### config.mk
export PLATFORM = sky130hd
export DESIGN_NAME = first_fit_block_allocator_unit
export DESIGN_NICKNAME = d
export VERILOG_FILES = /design/src/hw/rtl/ffba_pkg.sv /design/src/hw/rtl/ffba_ram.sv /design/src/hw/rtl/first_fit_block_allocator_unit.sv
export SDC_FILE = /design/constraint.sdc
export NUM_CORES = 1
export LEC_CHECK = 0
export ABC_AREA = 1
export ABC_CLOCK_PERIOD_IN_PS = 4800
export BUFFER_PORTS_ARGS = -buffer_cell sky130_fd_sc_hd__clkbuf_2
export CORE_UTILIZATION = 43
export CTS_BUF_LIST = sky130_fd_sc_hd__clkbuf_8
export CTS_CLUSTER_SIZE = 16
export DETAILED_ROUTE_END_ITERATION = 10
export SYNTH_ARGS = -nofsm -noshare
export SYNTH_HDL_FRONTEND = slang
export SYNTH_HIERARCHICAL = 1
export SYNTH_SLANG_ARGS = --single-unit
### constraint.sdc
create_clock -name clk_i -period 4.8 [get_ports clk_i]
set_clock_uncertainty 0.05 [all_clocks]
set_input_delay 1.44 -clock clk_i [delete_from_list [all_inputs] [get_ports clk_i]]
set_output_delay 1.44 -clock clk_i [all_outputs]
set_load 0.01 [all_outputs]
### src/hw/rtl/ffba_pkg.sv
// Shared types, constants and the control store of the first-fit block allocator.
// Used by the allocator top level and its port checker; depends on nothing.
`default_nettype none

package ffba_pkg;

  localparam int unsigned BLOCK_BYTES = 8;
  localparam int unsigned POOL_BYTES  = 512;

  localparam int unsigned BYTES_W  = 16;
  localparam int unsigned STATUS_W = 2;
  localparam int unsigned OFFSET_W = 9;

  localparam logic [STATUS_W-1:0] ST_DONE         = 2'd0;
  localparam logic [STATUS_W-1:0] ST_NO_SPACE     = 2'd1;
  localparam logic [STATUS_W-1:0] ST_FREE_IGNORED = 2'd2;

  localparam int unsigned UPC_W = 4;

  localparam logic [UPC_W-1:0] S_CLR       = 4'd0;
  localparam logic [UPC_W-1:0] S_IDLE      = 4'd1;
  localparam logic [UPC_W-1:0] S_DISP      = 4'd2;
  localparam logic [UPC_W-1:0] S_SCAN      = 4'd3;
  localparam logic [UPC_W-1:0] S_TEST      = 4'd4;
  localparam logic [UPC_W-1:0] S_MARK      = 4'd5;
  localparam logic [UPC_W-1:0] S_NOSPACE   = 4'd6;
  localparam logic [UPC_W-1:0] S_FCHK      = 4'd7;
  localparam logic [UPC_W-1:0] S_FLOC      = 4'd8;
  localparam logic [UPC_W-1:0] S_FOWN      = 4'd9;
  localparam logic [UPC_W-1:0] S_FWALK     = 4'd10;
  localparam logic [UPC_W-1:0] S_RES_ALLOC = 4'd11;
  localparam logic [UPC_W-1:0] S_RES_IGN   = 4'd12;
  localparam logic [UPC_W-1:0] S_RES_FREE  = 4'd13;

  typedef enum logic [3:0] {
    OP_NOP,
    OP_CLEAR,
    OP_LOAD,
    OP_SCAN,
    OP_MARK,
    OP_LOCATE,
    OP_OWNER,
    OP_WALK,
    OP_RES_NOSPACE,
    OP_RES_ALLOC,
    OP_RES_FREE,
    OP_RES_IGN
  } uop_e;

  typedef enum logic [3:0] {
    C_ALWAYS,
    C_LAST,
    C_IN_BEAT,
    C_IS_FREE,
    C_SCAN_GO,
    C_HIT,
    C_MARK_LAST,
    C_OFF_BAD,
    C_IN_BLK,
    C_OWNER_BAD,
    C_WALK_GO,
    C_OUT_FREE
  } cond_e;

  typedef struct packed {
    uop_e             op;
    cond_e            cond;
    logic [UPC_W-1:0] t_true;
    logic [UPC_W-1:0] t_false;
  } uword_t;

  function automatic uword_t ucode(input logic [UPC_W-1:0] upc);
    uword_t w;
    case (upc)
      S_CLR:       w = '{OP_CLEAR,       C_LAST,      S_IDLE,      S_CLR};
      S_IDLE:      w = '{OP_LOAD,        C_IN_BEAT,   S_DISP,      S_IDLE};
      S_DISP:      w = '{OP_NOP,         C_IS_FREE,   S_FCHK,      S_SCAN};
      S_SCAN:      w = '{OP_SCAN,        C_SCAN_GO,   S_SCAN,      S_TEST};
      S_TEST:      w = '{OP_NOP,         C_HIT,       S_MARK,      S_NOSPACE};
      S_MARK:      w = '{OP_MARK,        C_MARK_LAST, S_RES_ALLOC, S_MARK};
      S_NOSPACE:   w = '{OP_RES_NOSPACE, C_OUT_FREE,  S_IDLE,      S_NOSPACE};
      S_FCHK:      w = '{OP_NOP,         C_OFF_BAD,   S_RES_IGN,   S_FLOC};
      S_FLOC:      w = '{OP_LOCATE,      C_IN_BLK,    S_FOWN,      S_FLOC};
      S_FOWN:      w = '{OP_OWNER,       C_OWNER_BAD, S_RES_IGN,   S_FWALK};
      S_FWALK:     w = '{OP_WALK,        C_WALK_GO,   S_FWALK,     S_RES_FREE};
      S_RES_ALLOC: w = '{OP_RES_ALLOC,   C_OUT_FREE,  S_IDLE,      S_RES_ALLOC};
      S_RES_IGN:   w = '{OP_RES_IGN,     C_OUT_FREE,  S_IDLE,      S_RES_IGN};
      S_RES_FREE:  w = '{OP_RES_FREE,    C_OUT_FREE,  S_IDLE,      S_RES_FREE};
      default:     w = '{OP_NOP,         C_ALWAYS,    S_IDLE,      S_IDLE};
    endcase
    return w;
  endfunction

endpackage

`default_nettype wire

### src/hw/rtl/ffba_ram.sv
// Generic single-write, single-read RAM with registered read data.
// Stand-alone; holds the allocator's owner map.
`default_nettype none

module ffba_ram #(
  parameter int unsigned WIDTH = 7,
  parameter int unsigned DEPTH = 64
) (
  input  wire logic                                    clk_i,
  input  wire logic                                    we_i,
  input  wire logic [((DEPTH > 1) ? $clog2(DEPTH) : 1)-1:0] waddr_i,
  input  wire logic [WIDTH-1:0]                        wdata_i,
  input  wire logic [((DEPTH > 1) ? $clog2(DEPTH) : 1)-1:0] raddr_i,
  output logic      [WIDTH-1:0]                        rdata_o
);

  logic [WIDTH-1:0] mem_q [DEPTH];
  logic [WIDTH-1:0] rdata_q;

  always_ff @(posedge clk_i) begin
    if (we_i) begin
      mem_q[waddr_i] <= wdata_i;
    end
    rdata_q <= mem_q[raddr_i];
  end

  assign rdata_o = rdata_q;

endmodule

`default_nettype wire

### src/hw/rtl/first_fit_block_allocator_unit.sv
// Sequence: an allocate dispatches, scans the owner map for a free run, then marks it and returns;
// a free checks the offset, steps to its block, reads the owner, then clears the owner's blocks.
// Throughput: one request at a time; the owner-map scan and walk read one entry per cycle.
// Reset: a clearing pass writes every owner entry to free, with s_axis_tready_o low until it ends.
// Depends on ffba_pkg and ffba_ram; control is a microcoded sequencer over a small datapath.
`default_nettype none

module first_fit_block_allocator_unit #(
  parameter int unsigned BLOCK_BYTES = ffba_pkg::BLOCK_BYTES,
  parameter int unsigned POOL_BYTES  = ffba_pkg::POOL_BYTES
) (
  input  wire logic        clk_i,
  input  wire logic        rst_ni,
  input  wire logic        s_axis_tvalid_i,
  output logic             s_axis_tready_o,
  input  wire logic [31:0] s_axis_tdata_i,   // request_bytes[15:0], byte_offset[31:16]
  input  wire logic        s_axis_tuser_i,   // action
  output logic             m_axis_tvalid_o,
  input  wire logic        m_axis_tready_i,
  output logic      [15:0] m_axis_tdata_o,   // start_offset[8:0], zero[15:9]
  output logic      [1:0]  m_axis_tuser_o    // status
);

  localparam int unsigned BLOCK_COUNT = POOL_BYTES / BLOCK_BYTES;
  localparam int unsigned IDX_W       = (BLOCK_COUNT > 1) ? $clog2(BLOCK_COUNT) : 1;
  localparam int unsigned CNT_W       = $clog2(BLOCK_COUNT + 1);
  localparam int unsigned OWN_W       = CNT_W;
  localparam int unsigned USED_BYTES  = BLOCK_COUNT * BLOCK_BYTES;
  localparam int unsigned RB_W        = $clog2(USED_BYTES + BLOCK_BYTES + 1);
  localparam int unsigned CMP_W       = (RB_W > 17) ? RB_W : 17;
  localparam int unsigned BYTES_W     = ffba_pkg::BYTES_W;
  localparam int unsigned OFFSET_W    = ffba_pkg::OFFSET_W;
  localparam int unsigned STATUS_W    = ffba_pkg::STATUS_W;

  localparam logic [CNT_W-1:0] LAST_IDX = CNT_W'(BLOCK_COUNT - 1);
  localparam logic [CNT_W-1:0] COUNT_C  = CNT_W'(BLOCK_COUNT);
  localparam logic [RB_W-1:0]  BB_C     = RB_W'(BLOCK_BYTES);
  localparam logic [CMP_W-1:0] USED_C   = CMP_W'(USED_BYTES);

  logic [ffba_pkg::UPC_W-1:0] upc_q, upc_d;
  logic [CNT_W-1:0]           idx_q, idx_d;
  logic [CNT_W-1:0]           last_q, last_d;
  logic [RB_W-1:0]            base_q, base_d;
  logic [RB_W-1:0]            run_q, run_d;
  logic [IDX_W-1:0]           first_q, first_d;
  logic [RB_W-1:0]            first_base_q, first_base_d;
  logic                       hit_q, hit_d;
  logic [OWN_W-1:0]           owner_q, owner_d;
  logic                       free_q, free_d;
  logic [BYTES_W-1:0]         req_q, req_d;
  logic [BYTES_W-1:0]         off_q, off_d;
  logic                       out_valid_q, out_valid_d;
  logic [STATUS_W-1:0]        out_status_q, out_status_d;
  logic [OFFSET_W-1:0]        out_offset_q, out_offset_d;

  ffba_pkg::uword_t uword;
  logic             cond_ok;
  logic             in_beat;
  logic             out_free;
  logic             cell_free;
  logic [RB_W-1:0]  run_n;
  logic             hit_n;
  logic [IDX_W-1:0] first_n;
  logic [CNT_W-1:0] idx_inc;
  logic             at_last;
  logic             in_blk;
  logic             owner_bad;
  logic             owner_eq;

  logic             wr_en;
  logic [OWN_W-1:0] wr_data;
  logic [IDX_W-1:0] rd_addr;
  logic [OWN_W-1:0] rd_data;

  ffba_ram #(
    .WIDTH (OWN_W),
    .DEPTH (BLOCK_COUNT)
  ) u_owner_ram (
    .clk_i   (clk_i),
    .we_i    (wr_en),
    .waddr_i (idx_q[IDX_W-1:0]),
    .wdata_i (wr_data),
    .raddr_i (rd_addr),
    .rdata_o (rd_data)
  );

  assign uword     = ffba_pkg::ucode(upc_q);
  assign in_beat   = s_axis_tvalid_i && (upc_q == ffba_pkg::S_IDLE);
  assign out_free  = !out_valid_q || m_axis_tready_i;
  assign cell_free = (rd_data == '0);
  assign run_n     = cell_free ? (run_q + BB_C) : '0;
  assign hit_n     = cell_free && (CMP_W'(run_n) >= CMP_W'(req_q));
  assign first_n   = (cell_free && (run_q == '0)) ? idx_q[IDX_W-1:0] : first_q;
  assign idx_inc   = idx_q + 1'b1;
  assign at_last   = (idx_q == LAST_IDX);
  assign in_blk    = CMP_W'(off_q) < (CMP_W'(base_q) + CMP_W'(BB_C));
  assign owner_bad = (rd_data == '0) || (rd_data > COUNT_C);
  assign owner_eq  = (rd_data == owner_q);
  assign rd_addr   = (idx_d < COUNT_C) ? idx_d[IDX_W-1:0] : '0;

  always_comb begin
    case (uword.cond)
      ffba_pkg::C_ALWAYS:    cond_ok = 1'b1;
      ffba_pkg::C_LAST:      cond_ok = at_last;
      ffba_pkg::C_IN_BEAT:   cond_ok = in_beat;
      ffba_pkg::C_IS_FREE:   cond_ok = free_q;
      ffba_pkg::C_SCAN_GO:   cond_ok = !hit_n && !at_last;
      ffba_pkg::C_HIT:       cond_ok = hit_q;
      ffba_pkg::C_MARK_LAST: cond_ok = (idx_q == last_q);
      ffba_pkg::C_OFF_BAD:   cond_ok = (CMP_W'(off_q) >= USED_C);
      ffba_pkg::C_IN_BLK:    cond_ok = in_blk;
      ffba_pkg::C_OWNER_BAD: cond_ok = owner_bad;
      ffba_pkg::C_WALK_GO:   cond_ok = owner_eq && !at_last;
      ffba_pkg::C_OUT_FREE:  cond_ok = out_free;
      default:               cond_ok = 1'b0;
    endcase
    upc_d = cond_ok ? uword.t_true : uword.t_false;
  end

  always_comb begin
    idx_d        = idx_q;
    last_d       = last_q;
    base_d       = base_q;
    run_d        = run_q;
    first_d      = first_q;
    first_base_d = first_base_q;
    hit_d        = hit_q;
    owner_d      = owner_q;
    free_d       = free_q;
    req_d        = req_q;
    off_d        = off_q;
    wr_en        = 1'b0;
    wr_data      = '0;
    out_valid_d  = out_valid_q && !m_axis_tready_i;
    out_status_d = out_status_q;
    out_offset_d = out_offset_q;
    case (uword.op)
      ffba_pkg::OP_CLEAR: begin
        wr_en = 1'b1;
        idx_d = idx_inc;
      end
      ffba_pkg::OP_LOAD: begin
        idx_d  = '0;
        base_d = '0;
        run_d  = '0;
        hit_d  = 1'b0;
        if (in_beat) begin
          free_d = s_axis_tuser_i;
          req_d  = (s_axis_tdata_i[15:0] == 16'd0) ? 16'd1 : s_axis_tdata_i[15:0];
          off_d  = s_axis_tdata_i[31:16];
        end
      end
      ffba_pkg::OP_SCAN: begin
        base_d  = base_q + BB_C;
        run_d   = run_n;
        first_d = first_n;
        if (cell_free && (run_q == '0)) begin
          first_base_d = base_q;
        end
        if (hit_n) begin
          hit_d  = 1'b1;
          last_d = idx_q;
          idx_d  = CNT_W'(first_n);
        end else begin
          idx_d = idx_inc;
        end
      end
      ffba_pkg::OP_MARK: begin
        wr_en   = 1'b1;
        wr_data = OWN_W'(first_q) + 1'b1;
        idx_d   = idx_inc;
      end
      ffba_pkg::OP_LOCATE: begin
        if (!in_blk) begin
          idx_d  = idx_inc;
          base_d = base_q + BB_C;
        end
      end
      ffba_pkg::OP_OWNER: begin
        owner_d = rd_data;
        idx_d   = rd_data - 1'b1;
      end
      ffba_pkg::OP_WALK: begin
        if (owner_eq) begin
          wr_en = 1'b1;
          idx_d = idx_inc;
        end
      end
      ffba_pkg::OP_RES_NOSPACE: begin
        if (out_free) begin
          out_valid_d  = 1'b1;
          out_status_d = ffba_pkg::ST_NO_SPACE;
          out_offset_d = '0;
        end
      end
      ffba_pkg::OP_RES_ALLOC: begin
        if (out_free) begin
          out_valid_d  = 1'b1;
          out_status_d = ffba_pkg::ST_DONE;
          out_offset_d = OFFSET_W'(first_base_q);
        end
      end
      ffba_pkg::OP_RES_FREE: begin
        if (out_free) begin
          out_valid_d  = 1'b1;
          out_status_d = ffba_pkg::ST_DONE;
          out_offset_d = '0;
        end
      end
      ffba_pkg::OP_RES_IGN: begin
        if (out_free) begin
          out_valid_d  = 1'b1;
          out_status_d = ffba_pkg::ST_FREE_IGNORED;
          out_offset_d = '0;
        end
      end
      default: begin
        idx_d = idx_q;
      end
    endcase
  end

  always_ff @(posedge clk_i or negedge rst_ni) begin
    if (!rst_ni) begin
      upc_q       <= ffba_pkg::S_CLR;
      idx_q       <= '0;
      out_valid_q <= 1'b0;
    end else begin
      upc_q       <= upc_d;
      idx_q       <= idx_d;
      out_valid_q <= out_valid_d;
    end
  end

  always_ff @(posedge clk_i) begin
    last_q       <= last_d;
    base_q       <= base_d;
    run_q        <= run_d;
    first_q      <= first_d;
    first_base_q <= first_base_d;
    hit_q        <= hit_d;
    owner_q      <= owner_d;
    free_q       <= free_d;
    req_q        <= req_d;
    off_q        <= off_d;
    out_status_q <= out_status_d;
    out_offset_q <= out_offset_d;
  end

  assign s_axis_tready_o = (upc_q == ffba_pkg::S_IDLE);
  assign m_axis_tvalid_o = out_valid_q;
  assign m_axis_tdata_o  = {{(16 - OFFSET_W){1'b0}}, out_offset_q};
  assign m_axis_tuser_o  = out_status_q;

endmodule

`default_nettype wire

== Word level (Yosys, flattened, before mapping) ==
Memories as Yosys holds them, arrays and structs flattened. A register that Yosys moved wholly into a read port is not among the register bits.
Cells that the tools add are included.
Storage, ports and cells
  register bits: 106
  bits in writable memories: 448
  ROM bits: 256
  input port bits: 37
  output and inout port bits: 20
  word-level logic and storage cells: 120
  memories kept: 2
Cells by class
  $add $sub $neg: 6
  magnitude comparators: 5
  eq/ne operators: 33
  mux-type cells: 28
  reduce and logical (&&, ||, !) cells: 31
Memory list
  u_owner_ram.mem_q: words 64, bits a word 7, read ports 1, clocked after memory_dff 1, write ports 1, line ffba_ram.sv:17  | logic [WIDTH-1:0] mem_q [DEPTH];
  (no name shown): words 16, bits a word 16, read ports 1, clocked after memory_dff 0, write ports 0, line ffba_pkg.sv:74  | case (upc)
Operators by type and width (number)
  $pmux 7 s6: 1
  $eq 4x3->1 const B: 8
  $eq 4x4->1 const B: 8
  $pmux 10 s3: 1
  $mux 7: 4
  $add 10x4->10 const B: 2
  $mux 10: 2
  $pmux 10 s2: 1
  $mux 9: 2
  $pmux 9 s2: 1
  $eq 4x2->1 const B: 4
  $ge 10x16->1: 1
  $ge 16x10->1 const B: 1
  $logic_not 16->1: 1
  $lt 16x11->1: 1
  $eq 7x7->1: 2
  $eq 4x1->1 const B: 3
  $mux 6: 2
  $pmux 1 s12: 1
  $add 10x4->11 const B: 1
  $logic_not 10->1: 1
  $ne 2x2->1 const B: 5
  $reduce_and 2->1: 5
  $add 6x1->7 const B: 1
  other kinds (23): 44

== Depth between registers and ports, before layout ==
Gate-level depths: netlist (run 1).
  word-level depth: 8
  depth in mapped cells: 38
  depth with buffers taken out: 33

== Cells and area by module ==
The synthesis (run 1) kept the hierarchy.
Modules (own cells, without submodules)
  ffba_ram: instances 1, cells each 1590, area an instance 18545.3 sq um, seq. area each 13593.0 sq um
  first_fit_block_allocator_unit: instances 1, cells each 737, area an instance 6022.0 sq um, seq. area each 2762.6 sq um

== Least setup slack after synthesis (run 1) ==
No wires, ideal clock.
  path kind: reg-to-reg
  from: register upc_q[0] in the netlist's numbering
  to: memory u_owner_ram.mem_q[0][3] (data pin)
  setup time: 712 ps
  arrival time: 4167 ps
  data required time: 4038 ps
  slack: -129 ps
  cell stages (with the launch flop): 10
  buffers on the path: 0
  period minus slack after synthesis: 4929 ps
  cell sequence: dfrtp_1 > inv_1 > ha_1 > nand2_1 > nand2_1 > nand2_2 > nand2_4 > nor2_2 > nand3_4 > nor3b_1
Between the ends
  word-level cells in the longest chain between the ends: 3
Ends and longest elaborated chain
  from (decl): line first_fit_block_allocator_unit.sv:40  | logic [ffba_pkg::UPC_W-1:0] upc_q, upc_d;
  from (signal assigned): line first_fit_block_allocator_unit.sv:225  | upc_q <= ffba_pkg::S_CLR;
  from (signal assigned): line first_fit_block_allocator_unit.sv:229  | upc_q <= upc_d;
  $mem_v2 16x16
  $eq 4x3->1: line first_fit_block_allocator_unit.sv:137  | case (uword.op)
  $mux 7: line first_fit_block_allocator_unit.sv:137
  via wr_data[3]: line first_fit_block_allocator_unit.sv:71  | logic [OWN_W-1:0] wr_data;
  to (decl): line ffba_ram.sv:17
The timed path passes the listed nets, and every way through them passes these cells.

== Worst setup path in the final report (run 1) ==
  from: register base_q[3]
  to: register u_owner_ram.rdata_q[0], in the netlist u_owner_ram/rdata_o[0], read port of u_owner_ram.mem_q
Between the ends
  word-level cells in the longest chain between the ends: 6
Ends and longest elaborated chain
  from (decl): line first_fit_block_allocator_unit.sv:43  | logic [RB_W-1:0] base_q, base_d;
  from (signal assigned): line first_fit_block_allocator_unit.sv:237  | base_q <= base_d;
  $add 10x4->11: line first_fit_block_allocator_unit.sv:96  | assign in_blk = CMP_W'(off_q) < (CMP_W'(base_q) + CMP_W'(BB_C));
  $lt 16x11->1: line first_fit_block_allocator_unit.sv:96
  $mux 7: line first_fit_block_allocator_unit.sv:174  | if (!in_blk) begin
  $pmux 7 s6: line first_fit_block_allocator_unit.sv:137
  via idx_d[6]: line first_fit_block_allocator_unit.sv:41  | logic [CNT_W-1:0] idx_q, idx_d;
  $lt 7x7->1: line first_fit_block_allocator_unit.sv:99  | assign rd_addr = (idx_d < COUNT_C) ? idx_d[IDX_W-1:0] : '0;
  $mux 6: line first_fit_block_allocator_unit.sv:99
  via rd_addr[1]: line first_fit_block_allocator_unit.sv:72  | logic [IDX_W-1:0] rd_addr;
  to (decl): line ffba_ram.sv:18  | logic [WIDTH-1:0] rdata_q;
The timed path passes the listed nets, and every way through them passes these cells.
A chain may end at the register's enable or synchronous reset.

==> run metrics, run 1 <==
status=completed; most frequent cells in the layout=nand2_1 (748), edfxtp_1 (530), nand3_1 (456), nor2_1 (141), inv_1 (139); fillers=5125; Flop pwr share=58.1%; htree depth=3; GP Congestion=0.8583; Static Leak=10.53 nW; clock share of power=41.6%; count of hold-fix buffers inserted at cts=0; P_int=0.007034 W; fin crit period=4461 ps; final wirelength=62740 µm; RSZ-0062 raised after global routing=no; arrival time worst endpoint=4980 ps; die footprint=58090 µm²; worst hold path class=register to register; drt first pass iters=6; CTS root buffer=clkbuf_8; chip height=241.0 µm; Worst R2R Setup Slack=340 ps; Final Hold Fails=0; final setup margin=338.7 ps; Via density=5.187; setup_tns=0 ps; Async S/R FF share, synth=2.186%; # rows=87; share of post-route cells with drive strength above 1=13.89%; max-cap violation count=0; CP required=5320 ps; largest net degree at the start of global routing=113; Worst slew margin=24.18%; type of origin of the critical path=register; detailed placement HPWL=38360 µm; latest clock arrival within the worst-skew pair=700 ps; post-synthesis sequential area ratio=66.57%; cells after synthesis=2327; first-pass GRT wire length=94800 µm; fmax=224.2 MHz; yosys warns=6; Placement Setup Slack=20.01 ps; combined flip-flop and latch cell area=16360 µm²; area grow syn2layout=14.65%; footprint of the multi-input gates=7201 µm²; count of final setup violators=0; gr usage total=21.54%; drt wl/cell=19.02 µm; dominant synthesized flop cell=edfxtp_1; syn avg cell area=10.56 µm²; clk slew on worst S/H paths=60 ps; Iter 0 DRT Violations=1467; synth top area cells=edfxtp_1 (65%), nand2_1 (11%), nand3_1 (9.3%); Switch Pwr=0.001879 W; Clock Sinks=549; port bufs=43; vias in the first global route=16.60k; Syn Std Cell Area=24570 µm²; Worst-Margin Slew=1125 ps; post-route ant nets=0; Post-synth EDFFs=530; sw frac=21.08%; Slew Viols, Final=0; critical path class=register to register; Pwr Density=316.4 nW/µm²; critical-path maximum fanout=56; GRT overflow=0; Critical Path End Type=register; peak supply drop=197.4 µV; Synth top area share=64.78%; routed via count=17.11k; Residual DRC=0; Clock Path Buffers=3; combinational share of power=0.3%; period utilization=92.94%; TritonCTS Buffers=91; Core ar.=56390 µm²; Distinct cells, synth=45; commonest non-fill, non-tap cell in the layout=nand2_1; antenna violations before repair=0; # IOs=57; Initial Utilization=43.57%; CTS tree=built; number of antenna diodes=0; Synth area leader=edfxtp_1; DIE WIDTH=241.0 µm; synthesis-stage register bit count=549; fin nets=2534
## timing repair
item / CTS / global route
setup buffers: 0 / 3
gates resized for setup: 1 / 22
cloned: 0 / 6
endpoints found under the setup margin: 1 / 7
pin swaps: 0 / 2
## per-layer routing
metal,GRT usage (%),vias to the layer above,share of wire (%)
met5,0,-,0
met4,7.269,0,2.6
met3,3.443,116,6.8
met2,34.30,571,46
met1,30.03,8140,44
li1,-,8279,-
## through the flow
step / hold slack, ps / instances / instance area, µm² / power, W / utilization, %
2_1_floorplan: 400.9 / 2336 / 24610 / 0.005291 / -
6_report: 443.9 / 3298 / 28170 / 0.008913 / 49.95
5_1_grt: 473.7 / 3298 / 28170 / 0.009205 / 49.95
3_5_place_dp: 432.8 / 3124 / 26270 / 0.005300 / 46.58
3_3_place_gp: 426.7 / 3124 / 26270 / 0.005299 / 46.58
4_1_cts: 447.4 / 3289 / 27900 / 0.009014 / 49.47
## kinds of logic (layout without fill, tap and decap cells)
kind of cell / after synthesis / in the layout / synth area share [%]
buffers and inverters: 244 / 450 / 4.675
adders and majority gates: 27 / 27 / 1.375
other: 1 / 10 / 0.01526
xor gates and xnor gates: 19 / 19 / 0.6774
and+or+nand+nor: 1448 / 1448 / 25.68
DFF: 549 / 549 / 66.57
AOI/OAI and AO/OA: 39 / 39 / 0.9982
## critical path: stages, from the launching register on
cell      delay [ps]
edfxtp_1         410
ha_1             210
nand3_1          130
nand3b_1         200
xor2_1           180
ha_1             310
nand2_1           70
nor3_2           180
nand2_1          260
nand2_4          220
nand2_1           70
nand3_1           70
nand2_1           70
nor2_2           120
nand3_4          190
nor2_4           290
buf_6            510
nand3_1          170
nand3_1          190
nand2_1          120
nand2_1           70
nand3_1           70
nand3_1           90
nand2_1           60
## final timing paths
check,start,end,cells past startpoint
max in group asynchronous,rst_ni,idx_q[5],1
min,base_q[4],first_base_q[4],0
min in group asynchronous,rst_ni,upc_q[2],1
max reg2reg,base_q[3],u_owner_ram/rdata_o[0],23
min reg2reg,base_q[4],first_base_q[4],0
max,base_q[3],u_owner_ram/rdata_o[0],23
## flip-flops by register name, summed over array words and instances, names as in the netlist
name	count
u_owner_ram/mem_q	448
req_q	16
off_q	13
run_q	10
base_q	7
idx_q	7
last_q	7
owner_q	7
u_owner_ram/rdata_o	7
first_base_q	6
first_q	6
out_offset_q	6
upc_q	4
m_axis_tuser_o	2
free_q	1
hit_q	1
m_axis_tvalid_o	1
## layout make-up
class                           count  share of cell area, %
Inverter                          113                  1.617
Timing Repair Buffer              172                  5.624
Multi-Input combinational cell   1543                  25.56
Clock buffer                       95                  4.642
Clock inverter                     70                  1.128
Tap cell                          756                  3.358
Sequential cell                   549                  58.07
## cell usage after synthesis (9+ instances only)
cell type / number
nor3_1: 14
nand4_1: 13
inv_2: 9
edfxtp_1: 530
nor2_1: 149
buf_2: 50
nand2_1: 749
o21ai_0: 11
nand3_1: 457
inv_1: 101
nand2_2: 13
clkbuf_1: 32
ha_1: 27
nor4_1: 17
buf_1: 12
xor2_1: 11
nor2_2: 12
dfrtp_1: 12
buf_4: 30
## power groups by stage
stage	registers, W	clock network, W	logic, W
global route	0.00517	0.00400	0.0000264
finish	0.00518	0.00371	0.0000232
detailed placement	0.00528	0	0.0000237
floorplan	0.00528	0	0.0000140
CTS	0.00518	0.00381	0.0000238
global placement	0.00528	0	0.0000226
No activity file was read; power rests on OpenSTA's default activity.
==> run 2, diff against run 1 <==
Settings changed: CORE_ASPECT_RATIO set to 1.4.
==> run 2 against run 1 <==
  * Die area barely moved
  * Cell count fell by 1.2%
  * Global-route usage rose by 0.32 points
  * Hold slack got worse by 2.5 ps
  * Largest power group unchanged
  * Core utilization fell by 0.44 points
  * Flip-flop and latch count did not move
  * Largest cell class unchanged
  * Clock power barely moved
  * First-iteration DRC count fell by 8.7%
  * Critical path depth rose by 12
  * Setup slack got worse by 31 ps
  * Sequential share of layout area rose by 0.46 points
  * Wire length fell by 0.14%
==> run metrics, run 2 (same netlist as run 1, synthesis figures left out) <==
status=completed; largest net degree at the start of global routing=113 (unchanged); Worst-Margin Slew=862.8 ps (-262.5 ps); gr usage total=21.86% (+0.32 points); drt first pass iters=7 (+1); Final Hold Fails=0 (unchanged); Static Leak=10.37 nW (-1.6%); arrival time worst endpoint=5010 ps (+30 ps); WHS Endpoint=first_base_q[4]; Cells after DPL=3105 (-0.61%); Largest Register=u_owner_ram/mem_q; max incr delay on CP=410 ps (-100 ps); commonest non-fill, non-tap cell in the layout=nand2_1; GRT overflow=0 (unchanged); chip height=284.8 µm (+18%); post-route ant nets=0 (unchanged); Slew Viols, Final=0 (unchanged); # rows=103 (+18%); max reg flops=448 (unchanged); TritonCTS Buffers=85 (-6.6%); Slowest cell on crit path=dfxtp_1; met2 WL=33040 µm (+14%); CP required=5320 ps (about the same); Residual DRC=0 (unchanged); Core ar.=56450 µm² (+0.11%); fin nets=2529 (-0.20%); DR top layer=met4; share of post-route cells with drive strength above 1=13.79% (-0.094 points); r2r endpoint=u_owner_ram/rdata_o[6]; drt wl/cell=19.22 µm (+1.0%); Area after DPL=26180 µm² (-0.33%); Critical Path End Type=register; port bufs=43 (unchanged); antenna violations before repair=1 (+1); fin crit period=4493 ps (+31.41 ps); detailed placement HPWL=39600 µm (+3.2%); latest clock arrival within the worst-skew pair=680 ps (-20 ps); Initial Utilization=43.52% (-0.046 points); # IOs=57 (unchanged); area grow syn2layout=13.76%; htree depth=3 (unchanged); die footprint=58110 µm² (about the same); Via density=5.273 (+1.7%); count of final setup violators=0 (unchanged); count of hold-fix buffers inserted at cts=0 (unchanged); CTS tree=built; Post-Route M1 WL=23650 µm (-15%); clk slew on worst S/H paths=60 ps (about the same); hold_sp=base_q[4]; fmax=222.6 MHz (-0.70%); reg2reg start=u_owner_ram/rdata_o[0]; Worst slew margin=42.48% (+18 points); Post-Layout Cell Count=3260 (-1.2%); DIE WIDTH=204.0 µm (-15%); Tot Pwr=0.008899 W (-0.15%); first-pass GRT wire length=96390 µm (+1.7%); most frequent cells in the layout=nand2_1 (748), edfxtp_1 (530), nand3_1 (457), nor2_1 (142), inv_1 (117); Pwr Density=318.4 nW/µm² (+0.63%); CTS root buffer=clkbuf_8; critical path class=register to register; type of origin of the critical path=register; final wirelength=62650 µm (-0.14%); WHS Path Cells=0 (unchanged); Clock Sinks=549 (unchanged); Most common cell on crit path=nand2_1; period utilization=93.60% (+0.65 points); WL met3=2977 µm (-30%); GP Congestion=0.9007 (+4.9%); fillers=5034 (-1.8%); Clock Path Buffers=3 (unchanged); post-route cell area=27950 µm² (-0.78%); worst hold path class=register to register; Worst R2R Path Depth=35 (+52%); critical-path maximum fanout=40 (-29%); max-cap violation count=0 (unchanged); routed via count=17.19k (+0.49%); Largest regs=u_owner_ram/mem_q (448), req_q (16), off_q (13); peak supply drop=159.4 µV (-19%); Iter 0 DRT Violations=1339 (-8.7%); vias in the first global route=17.21k (+3.7%); Worst R2R Setup Slack=310 ps (-30 ps); setup_tns=0 ps (unchanged)
-- run 2: worst max path at each step --
stage	start	to	slack [ps]
floorplan	upc_q[0]	u_owner_ram/mem_q[0][2]	110
global placement	u_owner_ram/rdata_o[0]	u_owner_ram/rdata_o[2]	-50
detailed placement	u_owner_ram/rdata_o[0]	u_owner_ram/rdata_o[2]	-50
CTS	u_owner_ram/rdata_o[0]	u_owner_ram/rdata_o[0]	90
global route	u_owner_ram/rdata_o[0]	u_owner_ram/rdata_o[0]	-6
finish	u_owner_ram/rdata_o[0]	u_owner_ram/rdata_o[6]	310
-- run 2: layout make-up --
type	count	area [µm²]	share of cell area [%]
clock inverters	55	336.6	1.204
well taps	735	919.6	3.291
repair buffers	173	1458	5.216
flip-flops and latches	549	16360	58.52
clock buffers	90	1239	4.432
multi-input cells	1543	7198	25.76
diodes	2	5.005	0.01791
inverters	113	435.4	1.558
-- run 2: routing by layer --
layer	vias up	global-route usage [%]
met5	-	0
met4	0	12.13
met3	145	2.731
met2	559	39.16
met1	8234	25.11
li1	8252	-
-- run 2: worst max-delay path: cells and delay by family, from the launching register on --
kind	cells	cell delay (ps)
AO/OA/AOI/OAI	1	120
AND/OR/NAND/NOR	24	2120
buffers and inverters	8	1170
flip-flops	1	410
adder cells (fa/ha/maj)	2	510
-- run 2: metrics by stage --
| step | setup slack (ps) | utilization, % | hold slack, ps |
|---|---|---|---|
| after global placement | -45.10 | 46.38 | 428.5 |
| final | 307.3 | 49.51 | 441.4 |
| after floorplan | 110.2 | - | 400.9 |
| after global routing | -5.633 | 49.51 | 449.6 |
| after detailed placement | -47.57 | 46.38 | 426.0 |
| after CTS | 93.00 | 49.32 | 439.5 |
-- run 2: timing repair --
| action | in CTS | in global routing |
|---|---|---|
| endpoints found under the setup margin | 7 | 7 |
| resized for setup | 2 | 12 |
| setup buffers | 3 | 2 |
| gates cloned | 1 | 2 |
| pin swaps | 1 | 1 |
-- run 2: report_power, final --
group | total (W) | internal, W | switching (W)
combinational | 0.0000243 | 0.0000102 | 0.0000141
sequential | 0.00518 | 0.00518 | 0.0000000000000000000208
clock | 0.00370 | 0.00190 | 0.00180
total | 0.00890 | 0.00708 | 0.00182
==> run 3, diff against run 2 <==
Settings changed: ABC_CLOCK_PERIOD_IN_PS 4800 to unset, BUFFER_PORTS_ARGS -buffer_cell sky130_fd_sc_hd__clkbuf_2 to unset, CORE_UTILIZATION 43 to 40, DONT_BUFFER_PORTS set to 1.
==> run 3 against run 2 <==
  * Setup slack better by 48 ps
  * Count of clock-buffer cells in the layout unchanged
  * Non-clock buffer count decreased by 41
  * Total power is 1.4% lower
  * Maximum frequency is 1.1% higher
  * Sequential power barely moved
  * Largest power group unchanged
==> run metrics, run 3 (same netlist as run 1, synthesis figures left out) <==
max-cap violation count=0 (unchanged); Pwr Density=315.2 nW/µm² (-1.0%); GP Congestion=0.8909 (-1.1%); Largest Register=u_owner_ram/mem_q; port bufs=0 (-100%); vias in the first global route=16.87k (-2.0%); Worst slew margin=37.34% (-5.1 points); routed via count=16.88k (-1.8%); chip height=295.2 µm (+3.7%); fmax=225.0 MHz (+1.1%); CTS root buffer=clkbuf_8; first-pass GRT wire length=94030 µm (-2.4%); antenna violations before repair=2 (+1); Clock Path Buffers=3 (unchanged); most frequent cells in the layout=nand2_1 (748), edfxtp_1 (530), nand3_1 (457), nor2_1 (142), inv_1 (120); period utilization=92.60% (-0.99 points); count of final setup violators=0 (unchanged); largest net degree at the start of global routing=65 (-42%); Iter 0 DRT Violations=1255 (-6.3%); Residual DRC=0 (unchanged); fillers=5733 (+14%); commonest non-fill, non-tap cell in the layout=nand2_1; setup_tns=0 ps (unchanged); gr usage total=19.98% (-1.9 points); Cells after DPL=3147 (+1.4%); Static Leak=10.18 nW (-1.8%); Post-Layout Cell Count=3307 (+1.4%); clk slew on worst S/H paths=60 ps (about the same); Clock Sinks=549 (unchanged); RSZ-0062 raised after global routing=no; # rows=107 (+3.9%); status=completed; Final Hold Fails=0 (unchanged); Slew Viols, Final=0 (unchanged); post-route ant nets=0 (unchanged); latest clock arrival within the worst-skew pair=700 ps (+20 ps); Most common cell on crit path=nand2_1; GRT overflow=0 (unchanged); # IOs=57 (unchanged); Worst-Margin Slew=937.7 ps (+74.89 ps); Initial Utilization=40.42% (-3.1 points); critical-path maximum fanout=32 (-20%); drt wl/cell=18.63 µm (-3.1%); type of origin of the critical path=register; Core ar.=60780 µm² (+7.7%); share of post-route cells with drive strength above 1=12.50% (-1.3 points); max incr delay on CP=360 ps (-50 ps); CP required=5370 ps (+50 ps); CTS tree=built; Slowest cell on crit path=dfxtp_2; Largest regs=u_owner_ram/mem_q (448), req_q (16), off_q (13); htree depth=3 (unchanged); final core utilization=45.78% (-3.7 points); Critical Path End Type=register; arrival time worst endpoint=5010 ps (about the same); TritonCTS Buffers=84 (-1.2%); peak supply drop=143.0 µV (-10%); critical path class=register to register; fin nets=2487 (-1.7%); fin crit period=4445 ps (-47.72 ps); die footprint=62430 µm² (+7.4%); final wirelength=61610 µm (-1.7%); area grow syn2layout=13.27%; max reg flops=448 (unchanged); worst hold path class=input port to async pin; detailed placement HPWL=39380 µm (-0.56%); drt first pass iters=5 (-2); Via density=5.104 (-3.2%); DIE WIDTH=211.5 µm (+3.6%)
-- run 3: cell count changes in the layout (fill, tap and decap cells not counted), sizes merged --
cell    before  now
buf        127  130
bufbuf       1    0
bufinv       3    1
clkbuf     135   92
clkinv      35   38
inv        129  134
-- run 3: cell type report --
type | count | area, µm² | area share (%)
clock inverter | 61 | 312.8 | 1.124
clock buffer | 90 | 1239 | 4.451
multi-input combinational | 1543 | 7193 | 25.85
timing repair buffer | 132 | 1262 | 4.537
antenna | 2 | 5.005 | 0.01798
sequential | 549 | 16360 | 58.78
inverter | 113 | 436.7 | 1.569
tap | 817 | 1022 | 3.673
-- run 3: power by group --
part / internal, W / switching [W]
registers: 0.00518 / 0.0000000000000000000417
clock network: 0.00180 / 0.00179
logic: 0.000000756 / 0.00000398
total: 0.00697 / 0.00180
-- run 3: path summary, 6_finish.rpt --
check	cells after the start	from	slack, ps	to
worst min register to register	0	u_owner_ram/rdata_o[0]	430	owner_q[0]
worst max-delay path	32	u_owner_ram/rdata_o[0]	360	u_owner_ram/rdata_o[4]
max in group asynchronous	0	rst_ni	4220	idx_q[5]
worst min-delay path	0	rst_ni	380	upc_q[1]
worst max register to register	32	u_owner_ram/rdata_o[0]	360	u_owner_ram/rdata_o[4]
min in group clk_i	0	u_owner_ram/rdata_o[0]	430	owner_q[0]
-- run 3: timing repair --
action	in CTS	in global routing
hold buffers	0	0
endpoints found under the setup margin	0	7
setup buffers	0	5
gates resized for setup	0	12
-- run 3: metal layers --
layer  vias up  track usage, %  routed length [µm]
li1       8165               -                   -
met1      8133           21.94               23520
met2       435           36.59               32510
met3       145           2.762                2540
met4         0           11.58                3043
met5         -               0                   0
-- run 3: worst max-delay path, delay by kind of cell (launching register included) --
kind / cells / cell delay (ps)
adder cells (fa/ha/maj): 2 / 500
buffers and inverters: 8 / 1160
AND/OR/NAND/NOR: 21 / 2160
AO/OA/AOI/OAI: 1 / 120
flip-flops: 1 / 360
-- run 3: stage by stage --
step	setup WS (ps)	total power, W	hold slack [ps]	instance area [µm²]
3_5_place_dp	110.2	0.005282	446.1	26130
2_1_floorplan	110.2	0.005291	400.9	24610
6_report	355.1	0.008771	383.0	27830
5_1_grt	0.4659	0.009062	342.9	27830
4_1_cts	75.64	0.008882	307.9	27680
3_3_place_gp	181.3	0.005282	433.1	26130
